===== config.mk =====
export PLATFORM = sky130hd
export DESIGN_NAME = wee_back
export DESIGN_NICKNAME = d
export VERILOG_FILES = /design/src/wee_pkg.sv /design/src/wee_back.sv
export VERILOG_INCLUDE_DIRS = /design/src /design/src/src
export SDC_FILE = /design/constraint.sdc
export NUM_CORES = 2
export LEC_CHECK = 0
export ABC_AREA = 0
export BUFFER_PORTS_ARGS = -buffer_cell sky130_fd_sc_hd__buf_2
export CORE_AREA = 2 2 256 258
export CTS_CLUSTER_SIZE = 20
export DETAILED_ROUTE_END_ITERATION = 12
export DIE_AREA = 0 0 258 260
export PLACE_DENSITY = 0.79
export SLEW_MARGIN = 10
export SYNTH_ARGS = -nofsm -noshare
export SYNTH_HDL_FRONTEND = slang
export SYNTH_SLANG_ARGS = --single-unit

===== constraint.sdc =====
create_clock -name i_clk -period 8.1 [get_ports i_clk]
set_input_delay 1.215 -clock i_clk [delete_from_list [all_inputs] [get_ports i_clk]]
set_output_delay 1.215 -clock i_clk [all_outputs]
set_load 0.01 [all_outputs]

===== src/assert_macros.svh =====
// Assertion macros for the RTL.
`ifndef ASSERT_MACROS_SVH
`define ASSERT_MACROS_SVH
`ifndef SYNTHESIS
`define ASSERT_ALWAYS(label, clk, rst_n, expr) \
    label: assert property (@(posedge clk) disable iff (!rst_n) (expr)) \
        else $error("assertion failed");
`define ASSERT_IMPLY(label, clk, rst_n, ante, cons) \
    label: assert property (@(posedge clk) disable iff (!rst_n) (ante) |-> (cons)) \
        else $error("assertion failed");
`else
`define ASSERT_ALWAYS(label, clk, rst_n, expr)
`define ASSERT_IMPLY(label, clk, rst_n, ante, cons)
`endif
`endif


===== src/wee_pkg.sv =====
package wee_pkg;

    localparam int SAMPLE_BITS     = 16;
    localparam int MAX_WINDOWS_DEF = 4;
    localparam int QUEUE_DEPTH     = 2;
    localparam int SUM_W           = 48;
    localparam int CFG_ADDR_W      = 2;

    localparam logic [15:0] HOP_RST   = 16'd4800;
    localparam logic [15:0] WIN_RST   = 16'd9600;
    localparam logic [15:0] COEFF_RST = 16'd64010;
    localparam logic [15:0] MID_GAIN  = 16'd47186;
    localparam logic [15:0] HIGH_GAIN = 16'd18350;

    localparam logic [CFG_ADDR_W-1:0] CFG_HOP   = 2'd0;
    localparam logic [CFG_ADDR_W-1:0] CFG_WIN   = 2'd1;
    localparam logic [CFG_ADDR_W-1:0] CFG_COEFF = 2'd2;

    typedef struct packed {
        logic signed [SAMPLE_BITS-1:0] sample;
        logic                          last_sample;
    } t_in;

    typedef struct packed {
        logic [31:0] frame_start;
        logic [15:0] frame_len;
        logic [15:0] rms;
        logic [15:0] low_rms;
        logic [15:0] mid_level;
        logic [15:0] high_level;
        logic [15:0] onset;
        logic        last_frame;
    } t_out;

    typedef struct packed {
        logic             has_frame;
        logic             last;
        logic [31:0]      origin;
        logic [15:0]      len;
        logic [SUM_W-1:0] esum;
        logic [SUM_W-1:0] lsum;
    } t_frame;

endpackage


===== src/wee_back.sv =====
`include "assert_macros.svh"
module wee_back import wee_pkg::*; (
    input  logic   i_clk,
    input  logic   i_rst_n,
    input  logic   i_avail,
    output logic   o_pop,
    input  t_frame i_frame,
    output logic   o_out_valid,
    input  logic   i_out_ready,
    output t_out   o_out_data
);

    localparam int DIV_W      = SUM_W + 2;
    localparam int DIV_STEPS  = DIV_W;
    localparam int SQRT_STEPS = 17;
    localparam logic [2:0] B_IDLE  = 3'd0;
    localparam logic [2:0] B_DIV   = 3'd1;
    localparam logic [2:0] B_SQRT  = 3'd2;
    localparam logic [2:0] B_SCALE = 3'd3;
    localparam logic [2:0] B_OUT   = 3'd4;

    logic [2:0]       r_state;
    logic [5:0]       r_cnt;
    logic             r_last;
    logic [31:0]      r_origin;
    logic [15:0]      r_len;
    logic [15:0]      r_prev;
    logic [DIV_W-1:0] r_dvd [2];
    logic [15:0]      r_rem [2];
    logic [33:0]      r_q   [2];
    logic [33:0]      r_sv    [3];
    logic [19:0]      r_srem  [3];
    logic [16:0]      r_root  [3];
    t_out             r_out;

    logic [16:0] dsh   [2];
    logic        dge   [2];
    logic [19:0] ssh   [3];
    logic [19:0] trial [3];
    logic        sge   [3];
    logic [15:0] rms_s, lrms_s;
    logic [33:0] mid_p, high_p;

    always_comb begin
        for (int k = 0; k < 2; k++) begin
            dsh[k] = {r_rem[k], r_dvd[k][DIV_W-1]};
            dge[k] = dsh[k] >= {1'b0, r_len};
        end
        for (int k = 0; k < 3; k++) begin
            ssh[k]   = {r_srem[k][17:0], r_sv[k][33:32]};
            trial[k] = {1'b0, r_root[k], 2'b01};
            sge[k]   = ssh[k] >= trial[k];
        end
        rms_s  = r_root[0][16] ? 16'hFFFF : r_root[0][15:0];
        lrms_s = r_root[1][16] ? 16'hFFFF : r_root[1][15:0];
        mid_p  = 34'(r_root[2] * MID_GAIN) + 34'd32768;
        high_p = 34'(r_root[2] * HIGH_GAIN) + 34'd32768;
    end

    assign o_pop       = (r_state == B_IDLE) && i_avail;
    assign o_out_valid = (r_state == B_OUT);
    assign o_out_data  = r_out;

    always_ff @(posedge i_clk) begin
        if (!i_rst_n) begin
            r_state <= B_IDLE;
            r_prev  <= '0;
            r_cnt   <= '0;
        end else begin
            unique case (r_state)
                B_IDLE: begin
                    if (i_avail) begin
                        if (i_frame.has_frame) begin
                            r_last   <= i_frame.last;
                            r_origin <= i_frame.origin;
                            r_len    <= i_frame.len;
                            r_dvd[0] <= {i_frame.esum, 2'b00};
                            r_dvd[1] <= {i_frame.lsum, 2'b00};
                            for (int k = 0; k < 2; k++) begin
                                r_rem[k] <= '0;
                                r_q[k]   <= '0;
                            end
                            r_cnt   <= '0;
                            r_state <= B_DIV;
                        end else begin
                            r_prev <= '0;
                        end
                    end
                end
                B_DIV: begin
                    for (int k = 0; k < 2; k++) begin
                        r_rem[k] <= dge[k] ? 16'(dsh[k] - {1'b0, r_len}) : dsh[k][15:0];
                        r_q[k]   <= {r_q[k][32:0], dge[k]};
                        r_dvd[k] <= {r_dvd[k][DIV_W-2:0], 1'b0};
                    end
                    if (r_cnt == 6'(DIV_STEPS-1)) begin
                        r_cnt   <= '0;
                        r_state <= B_SQRT;
                        r_sv[0] <= {r_q[0][32:0], dge[0]};
                        r_sv[1] <= {r_q[1][32:0], dge[1]};
                        for (int k = 0; k < 3; k++) begin
                            r_srem[k] <= '0;
                            r_root[k] <= '0;
                        end
                    end else begin
                        r_cnt <= r_cnt + 6'd1;
                    end
                end
                B_SQRT: begin
                    if (r_cnt == 6'd0) begin
                        r_sv[2] <= (r_sv[0] > r_sv[1]) ? r_sv[0] - r_sv[1] : '0;
                        r_cnt   <= 6'd1;
                    end else begin
                        for (int k = 0; k < 3; k++) begin
                            r_srem[k] <= sge[k] ? ssh[k] - trial[k] : ssh[k];
                            r_root[k] <= {r_root[k][15:0], sge[k]};
                            r_sv[k]   <= {r_sv[k][31:0], 2'b00};
                        end
                        if (r_cnt == 6'(SQRT_STEPS)) begin
                            r_state <= B_SCALE;
                        end
                        r_cnt <= r_cnt + 6'd1;
                    end
                end
                B_SCALE: begin
                    r_out.frame_start <= r_origin;
                    r_out.frame_len   <= r_len;
                    r_out.rms         <= rms_s;
                    r_out.low_rms     <= lrms_s;
                    r_out.mid_level   <= (mid_p[33:16] > 18'hFFFF) ? 16'hFFFF : mid_p[31:16];
                    r_out.high_level  <= (high_p[33:16] > 18'hFFFF) ? 16'hFFFF : high_p[31:16];
                    r_out.onset       <= (rms_s > r_prev) ? rms_s - r_prev : 16'd0;
                    r_out.last_frame  <= r_last;
                    r_prev            <= r_last ? 16'd0 : rms_s;
                    r_state           <= B_OUT;
                end
                B_OUT: begin
                    if (i_out_ready) begin
                        r_state <= B_IDLE;
                    end
                end
                default: r_state <= B_IDLE;
            endcase
        end
    end

    `ASSERT_IMPLY(a_onset_le_rms, i_clk, i_rst_n, o_out_valid, o_out_data.onset <= o_out_data.rms)
    `ASSERT_IMPLY(a_mid_ge_high, i_clk, i_rst_n, o_out_valid, o_out_data.mid_level >= o_out_data.high_level)
    `ASSERT_IMPLY(a_len_nonzero, i_clk, i_rst_n, o_out_valid, o_out_data.frame_len != 16'd0)

endmodule


==> impl_metrics.toml <==
[synth]
synthTopCellsByArea = "edfxtp_1, ha_1, fa_1"
synthesis.area_sq_mm = 0.0384
ys_ff_latch = 604
syn_nets = 4234
syn_area_per_cell_sq_um = 10.8
synth_flop_cell = "edfxtp_1"
netlist_instances = 3564
ys_seq_area_share_pct = 46.6
synth.distinct_cells = 94
async_reset_ff_share_pct = 0
yosys_warnings = 0
synth.top_cell.area_share_pct = 45.3
synth_area_leader_cell = "edfxtp_1"
synth_edf_count = 579

[setup_path]
cp.arrival_ps = 7620
cp-end-kind = "flop"
max_stage_delay_ps = 750
crit_top_cell = "inv_1"
path_class = "reg -> reg"
cpMaxStageDelayCell = "nor4_1"
start_kind = "flop"
cp.required_ps = 8430
cp_max_fo = 7

[grt]
overflow = 0
grt_pass1_vias = 26300
grtUsageTotal_pct = 23.6
antenna_found_initial = 1
grt_first_pass_wirelength_mm = 129
grt_max_degree = 161

[floorplan]
rows = 93
fp.dieH_microns = 260
die_x_microns = 258
num_io_pins = 281
coreArea_sq_mm = 0.0641
die_area_sq_mm = 0.0671
start_util_pct = 59.9

[cts]
cts_tree = "yes"
cts.sinks = 604
cts_setup_buffers = 0
clk_latency_ps = 610
cts-root-buf = "clkbuf_16"
post_cts_resized = 0
htreeDepth = 3
cts_hold_buf = 0
cts_buffer_depth = 3
cts_buffers = 67
clkTransAtPathRegs_ps = 70

[hold_path]
min_path_type = "reg -> reg"

[sta]
timing.fmax_ghz = 0.137
fin_ws_ps = 816
hold_viol = 0
slew-limit-headroom_pct = 31.0
tightest_slew_ps = 1030
rsz0062_at_grt = "no"
drv_slew = 0
setup-violations-final = 0
period_minus_slack_ps = 7280
tns_ps = 0
clock_skew_ps = 25.1
min_period_over_period_pct = 89.9
holdWs_ps = 413

[route]
drt_iter0_drc = 1897
avgRoutedWirePerCell_microns = 16.6
wl_mm = 78.6
drcViolationCount = 0
via_per_inst = 5.60
ant_nets = 0
vias = 26600
first_pass_iters = 6

[power_and_ir_drop]
power_mw = 6.78
leakagePower_nw = 18.5
power_density_mw_per_mm2 = 158
ir_drop_uv = 224

[placement]
dpl.hpwl_mm = 56.5
gp_congestion = 0.948
post-place-ws_ps = 917
portBuffers = 280

[layout]
multiInputGateArea_sq_mm = 0.0187
final_common_cell = "nand2_1"
final_cell_mix = "nand2_1, edfxtp_1, inv_1, ha_1, buf_2"
layout-drive-gt1-share_pct = 12.0
seq_area_sq_mm = 0.0179
num-fill-cells = 4806
nNetsFinal = 4505
syn2layout_area_growth_pct = 11.6

[status]
outcome = "finished clean"

[job]
maxCapViolations = 0
[final timing paths]
| kind | slack (ps) | endpoint | from | cells past startpoint |
|---|---|---|---|---|
| max | 820 | o_out_data[28] | r_root[0][41] | 25 |
| min | 410 | o_out_data[116] | r_origin[19] | 0 |
| max reg2reg | 820 | o_out_data[28] | r_root[0][41] | 25 |
| min reg2reg | 410 | o_out_data[116] | r_origin[19] | 0 |
[synthesized netlist by cell type, types with 26 or more instances]
cell type    n
o31ai_1     27
inv_1      376
fa_1       156
nor2_1     197
nand4_1     38
xnor2_1     89
o21ai_0    127
nand3_1     64
and2_1      78
clkbuf_1    80
nor2b_1     33
o21a_1      36
a22o_1      27
nand2_1    613
a21o_1      54
nor3_1      37
xor2_1      60
a21oi_1    141
edfxtp_1   579
ha_1       364
and3_1      26
mux2i_1     34
[metrics by stage]
step | area [sq um] | cells | util (%)
global placement | 40700 | 4621 | 63.4
CTS | 42800 | 4741 | 66.8
floorplan | 38400 | 3564 | -
global route | 42800 | 4742 | 66.8
finish | 42800 | 4742 | 66.8
detailed placement | 40700 | 4621 | 63.4
[sequential cells by signal, summed over array words and instances (netlist names), 32 cells and up]
register,cells
o_out_data,129
r_dvd,96
r_root,51
r_origin,32
r_rem,32
r_sv,102
r_q,66
r_srem,54
[kinds of logic (layout without fill, tap and decap cells)]
family,Yosys count,in the layout,synth area share [%]
adder cells (fa/ha/maj),520,520,20.0
XOR/XNOR,151,151,3.48
AND/OR/NAND/NOR,1198,1198,14.2
AO/OA/AOI/OAI,579,579,9.99
buffers and inverters,477,799,4.80
other,0,1,0
flip-flops,604,604,46.6
multiplexers,35,35,0.926
[per-layer routing]
metal / share of wire, % / global-route usage (%) / vias to the layer above
li1: - / - / 13000
met1: 44 / 31.9 / 12800
met2: 48 / 39.3 / 660
met3: 5.3 / 3.85 / 129
met4: 2.3 / 7.11 / 0
met5: 0 / 0 / -
[critical path: cells and delay by family (launching register included)]
| kind | cells | cell delay (ps) |
|---|---|---|
| XOR/XNOR | 2 | 400 |
| AND/OR/NAND/NOR | 6 | 1590 |
| buffers and inverters | 7 | 430 |
| flip-flops | 1 | 570 |
| AO/OA/AOI/OAI | 2 | 630 |
| adder cells (fa/ha/maj) | 8 | 3380 |
[power breakdown]
group | switching [mW] | internal (mW) | leakage, nW
logic | 0.161 | 0.102 | 12.2
registers | 0.0237 | 3.48 | 5.29
clock network | 1.25 | 1.77 | 1.06
[cell type report]
cell class,instances,area share [%]
Multi-Input combinational cell,2483,43.7
Inverter,379,3.32
Clock inverter,37,0.862
Timing Repair Buffer,300,3.68
Antenna cell,1,0.00584
Clock buffer,83,4.17
Tap cell,855,2.50
Sequential cell,604,41.8
Power figures use the tool's default switching activity.
