### config.mk
export PLATFORM = sky130hd
export DESIGN_NAME = wee_queue
export DESIGN_NICKNAME = d
export VERILOG_FILES = /design/src/assert_macros.svh /design/src/wee_pkg.sv /design/src/wee_queue.sv
export SDC_FILE = /design/constraint.sdc
export NUM_CORES = 1
export LEC_CHECK = 0
export ABC_CLOCK_PERIOD_IN_PS = 25100
export BUFFER_PORTS_ARGS = -buffer_cell sky130_fd_sc_hd__buf_2
export CAP_MARGIN = 20
export CORE_MARGIN = 4
export CORE_UTILIZATION = 56
export CTS_BUF_LIST = sky130_fd_sc_hd__clkbuf_16
export CTS_CLUSTER_DIAMETER = 30
export DETAILED_ROUTE_END_ITERATION = 6
export GPL_TIMING_DRIVEN = 0
export PLACE_DENSITY = 0.85
export SYNTH_ARGS = -nofsm -noshare
export SYNTH_HDL_FRONTEND = slang
export SYNTH_SLANG_ARGS = --single-unit
### constraint.sdc
create_clock -name i_clk -period 25.1 [get_ports i_clk]
set_input_delay 5.02 -clock i_clk [delete_from_list [all_inputs] [get_ports i_clk]]
set_output_delay 5.02 -clock i_clk [all_outputs]
set_load 0.1 [all_outputs]
### src/assert_macros.svh
// Assertion macros for the RTL.
`ifndef ASSERT_MACROS_SVH
`define ASSERT_MACROS_SVH
`ifndef SYNTHESIS
`define ASSERT_ALWAYS(label, clk, rst_n, expr) \
    label: assert property (@(posedge clk) disable iff (!rst_n) (expr)) \
        else $error("assertion failed");
`define ASSERT_IMPLY(label, clk, rst_n, ante, cons) \
    label: assert property (@(posedge clk) disable iff (!rst_n) (ante) |-> (cons)) \
        else $error("assertion failed");
`else
`define ASSERT_ALWAYS(label, clk, rst_n, expr)
`define ASSERT_IMPLY(label, clk, rst_n, ante, cons)
`endif
`endif

### src/wee_pkg.sv
package wee_pkg;

    localparam int SAMPLE_BITS     = 16;
    localparam int MAX_WINDOWS_DEF = 4;
    localparam int QUEUE_DEPTH     = 2;
    localparam int SUM_W           = 48;
    localparam int CFG_ADDR_W      = 2;

    localparam logic [15:0] HOP_RST   = 16'd4800;
    localparam logic [15:0] WIN_RST   = 16'd9600;
    localparam logic [15:0] COEFF_RST = 16'd64010;
    localparam logic [15:0] MID_GAIN  = 16'd47186;
    localparam logic [15:0] HIGH_GAIN = 16'd18350;

    localparam logic [CFG_ADDR_W-1:0] CFG_HOP   = 2'd0;
    localparam logic [CFG_ADDR_W-1:0] CFG_WIN   = 2'd1;
    localparam logic [CFG_ADDR_W-1:0] CFG_COEFF = 2'd2;

    typedef struct packed {
        logic signed [SAMPLE_BITS-1:0] sample;
        logic                          last_sample;
    } t_in;

    typedef struct packed {
        logic [31:0] frame_start;
        logic [15:0] frame_len;
        logic [15:0] rms;
        logic [15:0] low_rms;
        logic [15:0] mid_level;
        logic [15:0] high_level;
        logic [15:0] onset;
        logic        last_frame;
    } t_out;

    typedef struct packed {
        logic             has_frame;
        logic             last;
        logic [31:0]      origin;
        logic [15:0]      len;
        logic [SUM_W-1:0] esum;
        logic [SUM_W-1:0] lsum;
    } t_frame;

endpackage

### src/wee_queue.sv
module wee_queue import wee_pkg::*; #(
    parameter int DEPTH = QUEUE_DEPTH
) (
    input  logic   i_clk,
    input  logic   i_rst_n,
    input  logic   i_push,
    input  t_frame i_data,
    output logic   o_full,
    input  logic   i_pop,
    output logic   o_avail,
    output t_frame o_data
);

    localparam int PTR_W = $clog2(DEPTH);

    t_frame           r_mem [DEPTH];
    logic [PTR_W-1:0] r_wr, r_rd;
    logic [PTR_W:0]   r_cnt;

    assign o_full  = (r_cnt == (PTR_W+1)'(DEPTH));
    assign o_avail = (r_cnt != '0);
    assign o_data  = r_mem[r_rd];

    always_ff @(posedge i_clk) begin
        if (i_push) begin
            r_mem[r_wr] <= i_data;
        end
    end

    always_ff @(posedge i_clk) begin
        if (!i_rst_n) begin
            r_wr  <= '0;
            r_rd  <= '0;
            r_cnt <= '0;
        end else begin
            if (i_push) begin
                r_wr <= (r_wr == PTR_W'(DEPTH-1)) ? '0 : r_wr + PTR_W'(1);
            end
            if (i_pop) begin
                r_rd <= (r_rd == PTR_W'(DEPTH-1)) ? '0 : r_rd + PTR_W'(1);
            end
            r_cnt <= r_cnt + (PTR_W+1)'(i_push) - (PTR_W+1)'(i_pop);
        end
    end

endmodule

==> results of run 1 <==
==> flip-flops by register name, summed over array words and instances, names as in the netlist, named ones only <==
signal  count
r_cnt       2
r_mem     292
r_rd        1
r_wr        1
==> area by class of cell <==
cell class	instances	area [um^2]
multi-input cells	160	1770
clock inverters	39	405
clock buffers	50	1250
flip-flops and latches	297	8870
fillers	1051	4420
diodes	1	2.50
plain buffers	16	205
repair buffers	303	1630
inverters	2	7.51
well taps	260	325
==> power by group <==
group | total (W) | switching (W) | leakage [nW] | internal, W
combinational | 0.000293 | 0.000233 | 1.96 | 0.0000595
sequential | 0.000581 | 0.00000674 | 2.78 | 0.000575
clock | 0.000651 | 0.000224 | 0.822 | 0.000427
==> routing by layer <==
metal / up-vias / wire length [um]
met5: - / 13
met4: 2 / 708
met3: 57 / 1950
met2: 281 / 11800
met1: 2787 / 7940
li1: 2619 / -
==> path summary, 6_finish.rpt <==
kind | end | start | slack, ns | cells past startpoint
setup / recovery | o_data[58] | flip-flop | 18.08 | 4
hold / removal | r_rd$_SDFFE_PN0P_ | r_rd$_SDFFE_PN0P_ | 0.60 | 2
setup reg to reg | r_mem[0][139]$_DFFE_PP_ | r_wr$_SDFFE_PN0P_ | 23.02 | 3
hold reg to reg | r_rd$_SDFFE_PN0P_ | r_rd$_SDFFE_PN0P_ | 0.60 | 2
==> worst max-delay path, cell delays in order, from the launching register on <==
cell and delay, ns:
dfxtp_1 0.36, buf_6 0.23, clkbuf_8 0.22, mux2_2 0.36, buf_2 0.30
==> metrics by stage <==
step                setup WS (ns)  cell area (um^2)  utilization (%)  hold slack, ns  power [W]
floorplan                   13.06             10800                -           0.555   0.000834
global placement            10.19             12700             67.0           0.568   0.000880
detailed placement          18.20             12800             67.8           0.597   0.000883
CTS                         18.03             14500             76.6           0.609    0.00154
global route                18.00             14500             76.6           0.632    0.00157
finish                      18.08             14500             76.6           0.599    0.00153
==> cells by family (layout without fill, tap and decap cells) <==
family	count (synthesis)	count (layout)	share of synthesized area, %
compound gates	1	1	0.0692
flops	297	297	81.8
buf+inv	18	410	1.96
other cells	0	1	0
mux	146	146	15.2
xor+xnor	2	2	0.288
fa+ha+maj	2	2	0.231
simple gates	9	9	0.519
==> placed cells by master, fill, tap and decap left out <==
| cell | synthesis | routed |
|---|---|---|
| buf_6 | 6 | 6 |
| clkinv_8 | 0 | 1 |
| diode_2 | 0 | 1 |
| nor2b_4 | 0 | 1 |
| inv_1 | 2 | 5 |
| ha_1 | 2 | 2 |
| and2_4 | 0 | 1 |
| edfxtp_1 | 292 | 292 |
| xnor3_1 | 1 | 1 |
| and2_1 | 4 | 3 |
| nor2b_1 | 4 | 3 |
| xor2_1 | 1 | 1 |
| buf_2 | 0 | 297 |
| or2_2 | 1 | 1 |
| inv_6 | 0 | 4 |
| buf_12 | 0 | 3 |
| bufinv_16 | 0 | 6 |
| clkbuf_8 | 10 | 10 |
| inv_8 | 0 | 3 |
| o21a_1 | 1 | 1 |
| clkinv_1 | 0 | 6 |
| clkinvlp_4 | 0 | 3 |
| dfxtp_1 | 5 | 5 |
| clkinv_4 | 0 | 5 |
| clkbuf_16 | 0 | 50 |
| mux2_2 | 146 | 146 |
| clkinv_2 | 0 | 8 |
| buf_16 | 0 | 3 |
==> flow_summary.json, run 1 <==
{
  "critPathArrivalTime_ns": 2.00,
  "die_y_um": 147,
  "start_util_pct": 57.4,
  "start_kind": "flip-flop",
  "cp-end-kind": "output port",
  "grt.busiest_layer": "met2",
  "path_max_fanout": 10,
  "clockBufferDepth": 3,
  "power.density_nw_per_um2": 105,
  "grt_pass1_vias": 6365,
  "setup_viol": 0,
  "finalMaxSlewViolations": 0,
  "post-route-period-util_pct": 27.9,
  "use_met1_pct": 22.8,
  "final_nets": 980,
  "use_met2_pct": 36.7,
  "ys_seq_elements": 297,
  "ctsHoldBuffers": 0,
  "die_w_um": 147,
  "p_leak_nw": 5.56,
  "avgRoutedWirePerCell_um": 19.9,
  "synthTopCellsByCount": "edfxtp_1 (292), mux2_2 (146), clkbuf_8 (10)",
  "clock_sinks": 297,
  "grt_max_degree": 73,
  "grt_use_met3_pct": 6.79,
  "avgSynthCellArea_um2": 22.8,
  "synth_cells": 475,
  "hpwl_mm": 14.7,
  "critPathKind": "reg -> out",
  "placedCellCount": 1038,
  "layout_min_cycle_time_ns": 7.02,
  "netlist_top_cells_area": "edfxtp_1 (81%), mux2_2 (15%), clkbuf_8 (1.3%)",
  "worstMarginPinSlew_ns": 1.02,
  "final_cells": 1128,
  "place.gp.congestion": 0.728,
  "synth-edff-count": 292,
  "cts_resized": 0,
  "dieArea_um2": 21700,
  "cts_root_buf": "clkbuf_16",
  "relSlewSlack_pct": 31.6,
  "pin_count": 298,
  "worstPathRequired_ns": 20.08,
  "clock_skew_ns": 0.0317,
  "area_growth_pct": 33.4,
  "fin_setup_tns_ns": 0,
  "routed_via_density": 5.09,
  "status": "finished, final reports clean",
  "overflow": 0,
  "yosys.area.top_type": "edfxtp_1",
  "layout-drive-gt1-share_pct": 63.2,
  "track_usage_pct": 20.6,
  "vdd_ir_drop_max_mv": 0.0822,
  "synth_flop_cell": "edfxtp_1",
  "ys_warn_count": 0,
  "cts_tree": "done",
  "antenna_left": 0,
  "syn_area_um2": 10800,
  "dr_total_vias": 5746,
  "ys_types": 13,
  "drtPass1Iterations": 4,
  "grt_setup_unrepaired": "false",
  "antenna_found_initial": 2,
  "yosysTopAreaCellShare_pct": 80.8,
  "drc": 0,
  "coreArea_um2": 18900,
  "ys_seq_area_share_pct": 81.8,
  "async_flop_share_pct": 0,
  "drv_cap": 0,
  "max_freq_mhz": 143,
  "numCtsBuffers": 48,
  "drt_wl_total_mm": 22.4,
  "ctsHtreeMaxLevel": 2,
  "syn_nets": 627,
  "drt_iter0_drc": 200,
  "report.final.hold_viol_count": 0,
  "rows": 50,
  "port-buffer-count": 297,
  "post_cts_buffers": 0,
  "clkTransAtPathRegs_ns": 0.05,
  "hp-class": "reg -> reg",
  "clk_latency_ns": 0.53,
  "grt_pass1_wl_mm": 34.7,
  "synthMostInstantiatedCell": "edfxtp_1"
}
No activity file was read; power rests on OpenSTA's default activity.
==> inputs of run 2 (changes only) <==
ABC_CLOCK_PERIOD_IN_PS = 6200   (was 25100)
CORE_UTILIZATION = 47   (was 56)
PLACE_DENSITY = 0.76   (was 0.85)
clock period = 6.2 ns   (was 25.1 ns; I/O delays follow)
==> run 2 against run 1 <==
  * Critical path depth unchanged
  * Total power grew to 4.1 times the previous value
  * Highest routed layer unchanged
  * Non-clock buffer count up 1
  * Register-to-register slack lost 19 ns
  * Clock-buffer cell count is 3 higher
  * Worst setup slack lost 15 ns
  * Wire length fell by 3.8%
  * Clock skew shrank 0.015 ns
  * Clock power rose to 4.1 times the previous value
  * Utilization is 12 points lower
  * Global-route usage shrank 4.1 points
  * Design area is 0.71% higher
==> flow_summary.json, run 2 (same netlist as run 1, synthesis figures left out) <==
{
  "clkTransAtPathRegs_ns": 0.04,
  "largest_reg_flops": 292,
  "setup_viol": 0,
  "grt_setup_unrepaired": "false",
  "layout_common_cells": "buf_2 (297), edfxtp_1 (292), mux2_2 (146), clkbuf_16 (53), clkinv_1 (13)",
  "placed_cell_area_um2": 12900,
  "grt_max_degree": 53,
  "met1_length_mm": 7.84,
  "dr_total_vias": 5665,
  "start_kind": "flip-flop",
  "cpLargestDelayFamily": "buffers and inverters",
  "path_max_fanout": 10,
  "die_y_um": 160,
  "rows": 55,
  "grt_pass1_vias": 6226,
  "post-route-period-util_pct": 51.9,
  "relSlewSlack_pct": 52.0,
  "finalMaxSlewViolations": 0,
  "routed_via_density": 4.89,
  "grt_pass1_wl_mm": 33.2,
  "worstPathRequired_ns": 4.96,
  "drv_cap": 0,
  "vdd_ir_drop_max_mv": 0.291,
  "crit_chain": "buf_6 > clkbuf_8 > mux2_2 > buf_2",
  "cpPeakStageDelay_ns": 0.35,
  "report.final.hold_viol_count": 0,
  "clockBufferDepth": 3,
  "avgRoutedWirePerCell_um": 18.6,
  "critical_path_buf_inv_count": 3,
  "pin_count": 298,
  "worstMarginPinSlew_ns": 0.719,
  "hpwl_mm": 14.3,
  "place.gp.congestion": 0.738,
  "regMostFlops": "r_mem",
  "worstHoldPathCells": 2,
  "ctsHtreeMaxLevel": 2,
  "clock_skew_ns": 0.0170,
  "cts_resized": 0,
  "wl_met3_mm": 1.83,
  "ctsHoldBuffers": 0,
  "multi_input_area_um2": 1770,
  "port-buffer-count": 297,
  "post_cts_buffers": 0,
  "die_w_um": 160,
  "drtPass1Iterations": 4,
  "whs_ns": 0.589,
  "min_from": "r_rd$_SDFFE_PN0P_",
  "antenna_left": 0,
  "drt_iter0_drc": 290,
  "drt_wl_total_mm": 21.6,
  "dr_wl_met2_mm": 11.2,
  "antenna_found_initial": 4,
  "clock_sinks": 297,
  "hp-class": "reg -> reg",
  "reg2reg_slack_ns": 4.16,
  "final_nets": 984,
  "total_power_w": 0.00623,
  "status": "finished, final reports clean",
  "cp_slowest_cell": "dfxtp_1",
  "layout_commonest_cell": "buf_2",
  "worstReg2RegStart": "r_wr$_SDFFE_PN0P_",
  "critPathKind": "reg -> out",
  "top_layer": "met5",
  "top_regs": "r_mem: 292 flops, r_cnt: 2 flops",
  "area_growth_pct": 34.4,
  "seq_area_um2": 8870,
  "start_util_pct": 47.9,
  "clk_latency_ns": 0.52,
  "layout_min_cycle_time_ns": 3.22,
  "numCtsBuffers": 51,
  "max_freq_mhz": 311,
  "cp-end-kind": "output port",
  "power.density_nw_per_um2": 428,
  "critPathArrivalTime_ns": 1.98,
  "cts_root_buf": "clkbuf_16",
  "overflow": 0,
  "p_leak_nw": 5.59,
  "dieArea_um2": 25600,
  "coreArea_um2": 22600,
  "track_usage_pct": 16.5,
  "r2r-end": "r_mem[1][25]$_DFFE_PP_",
  "layout-drive-gt1-share_pct": 62.4,
  "r2r_cells": 3,
  "fill_cells": 1565,
  "final_core_util_pct": 64.4,
  "drc": 0,
  "cts_tree": "done",
  "finalInstanceArea_um2": 14600
}
-- run 2: worst max-delay path by stage --
stage	endpoint	depth (start not counted)
floorplan	r_mem[0][0]$_DFFE_PP_	1
global placement	r_mem[0][83]$_DFFE_PP_	2
detailed placement	r_mem[1][93]$_DFFE_PP_	4
CTS	o_data[23]	4
global route	o_data[23]	4
finish	o_data[23]	4
-- run 2: power by group --
part	total, W	switching (W)	internal (W)
sequential	0.00235	0.0000234	0.00233
clock	0.00270	0.000877	0.00182
combinational	0.00118	0.000941	0.000243
total	0.00623	0.00184	0.00439
-- run 2: tightest hold or removal path, cell delays in order, from the launching register on --
cell and delay, ns:
dfxtp_1 0.31, xor2_1 0.08, and2_1 0.15
-- run 2: final cells by class --
cell class                 instances  area share (%)
antenna                            2          0.0343
clock inverter                    40            2.60
tap                              285            2.45
clock buffer                      53            9.10
timing repair buffer             304            11.3
sequential                       297            60.9
multi-input combinational        160            12.2
inverter                           2          0.0515
buffer                            16            1.41
-- run 2: metal layers --
layer | track usage [%] | vias up
met5 | 0 | -
met4 | 7.27 | 4
met3 | 5.83 | 54
met2 | 28.7 | 233
met1 | 18.2 | 2738
li1 | - | 2636
-- run 2: stage by stage --
stage	worst slack [ns]	TNS, ns	cells
floorplan	0.698	0	475
global placement	-1.58	-365.61	1057
detailed placement	3.18	0	1064
CTS	2.93	0	1157
global route	2.91	0	1159
finish	2.98	0	1159
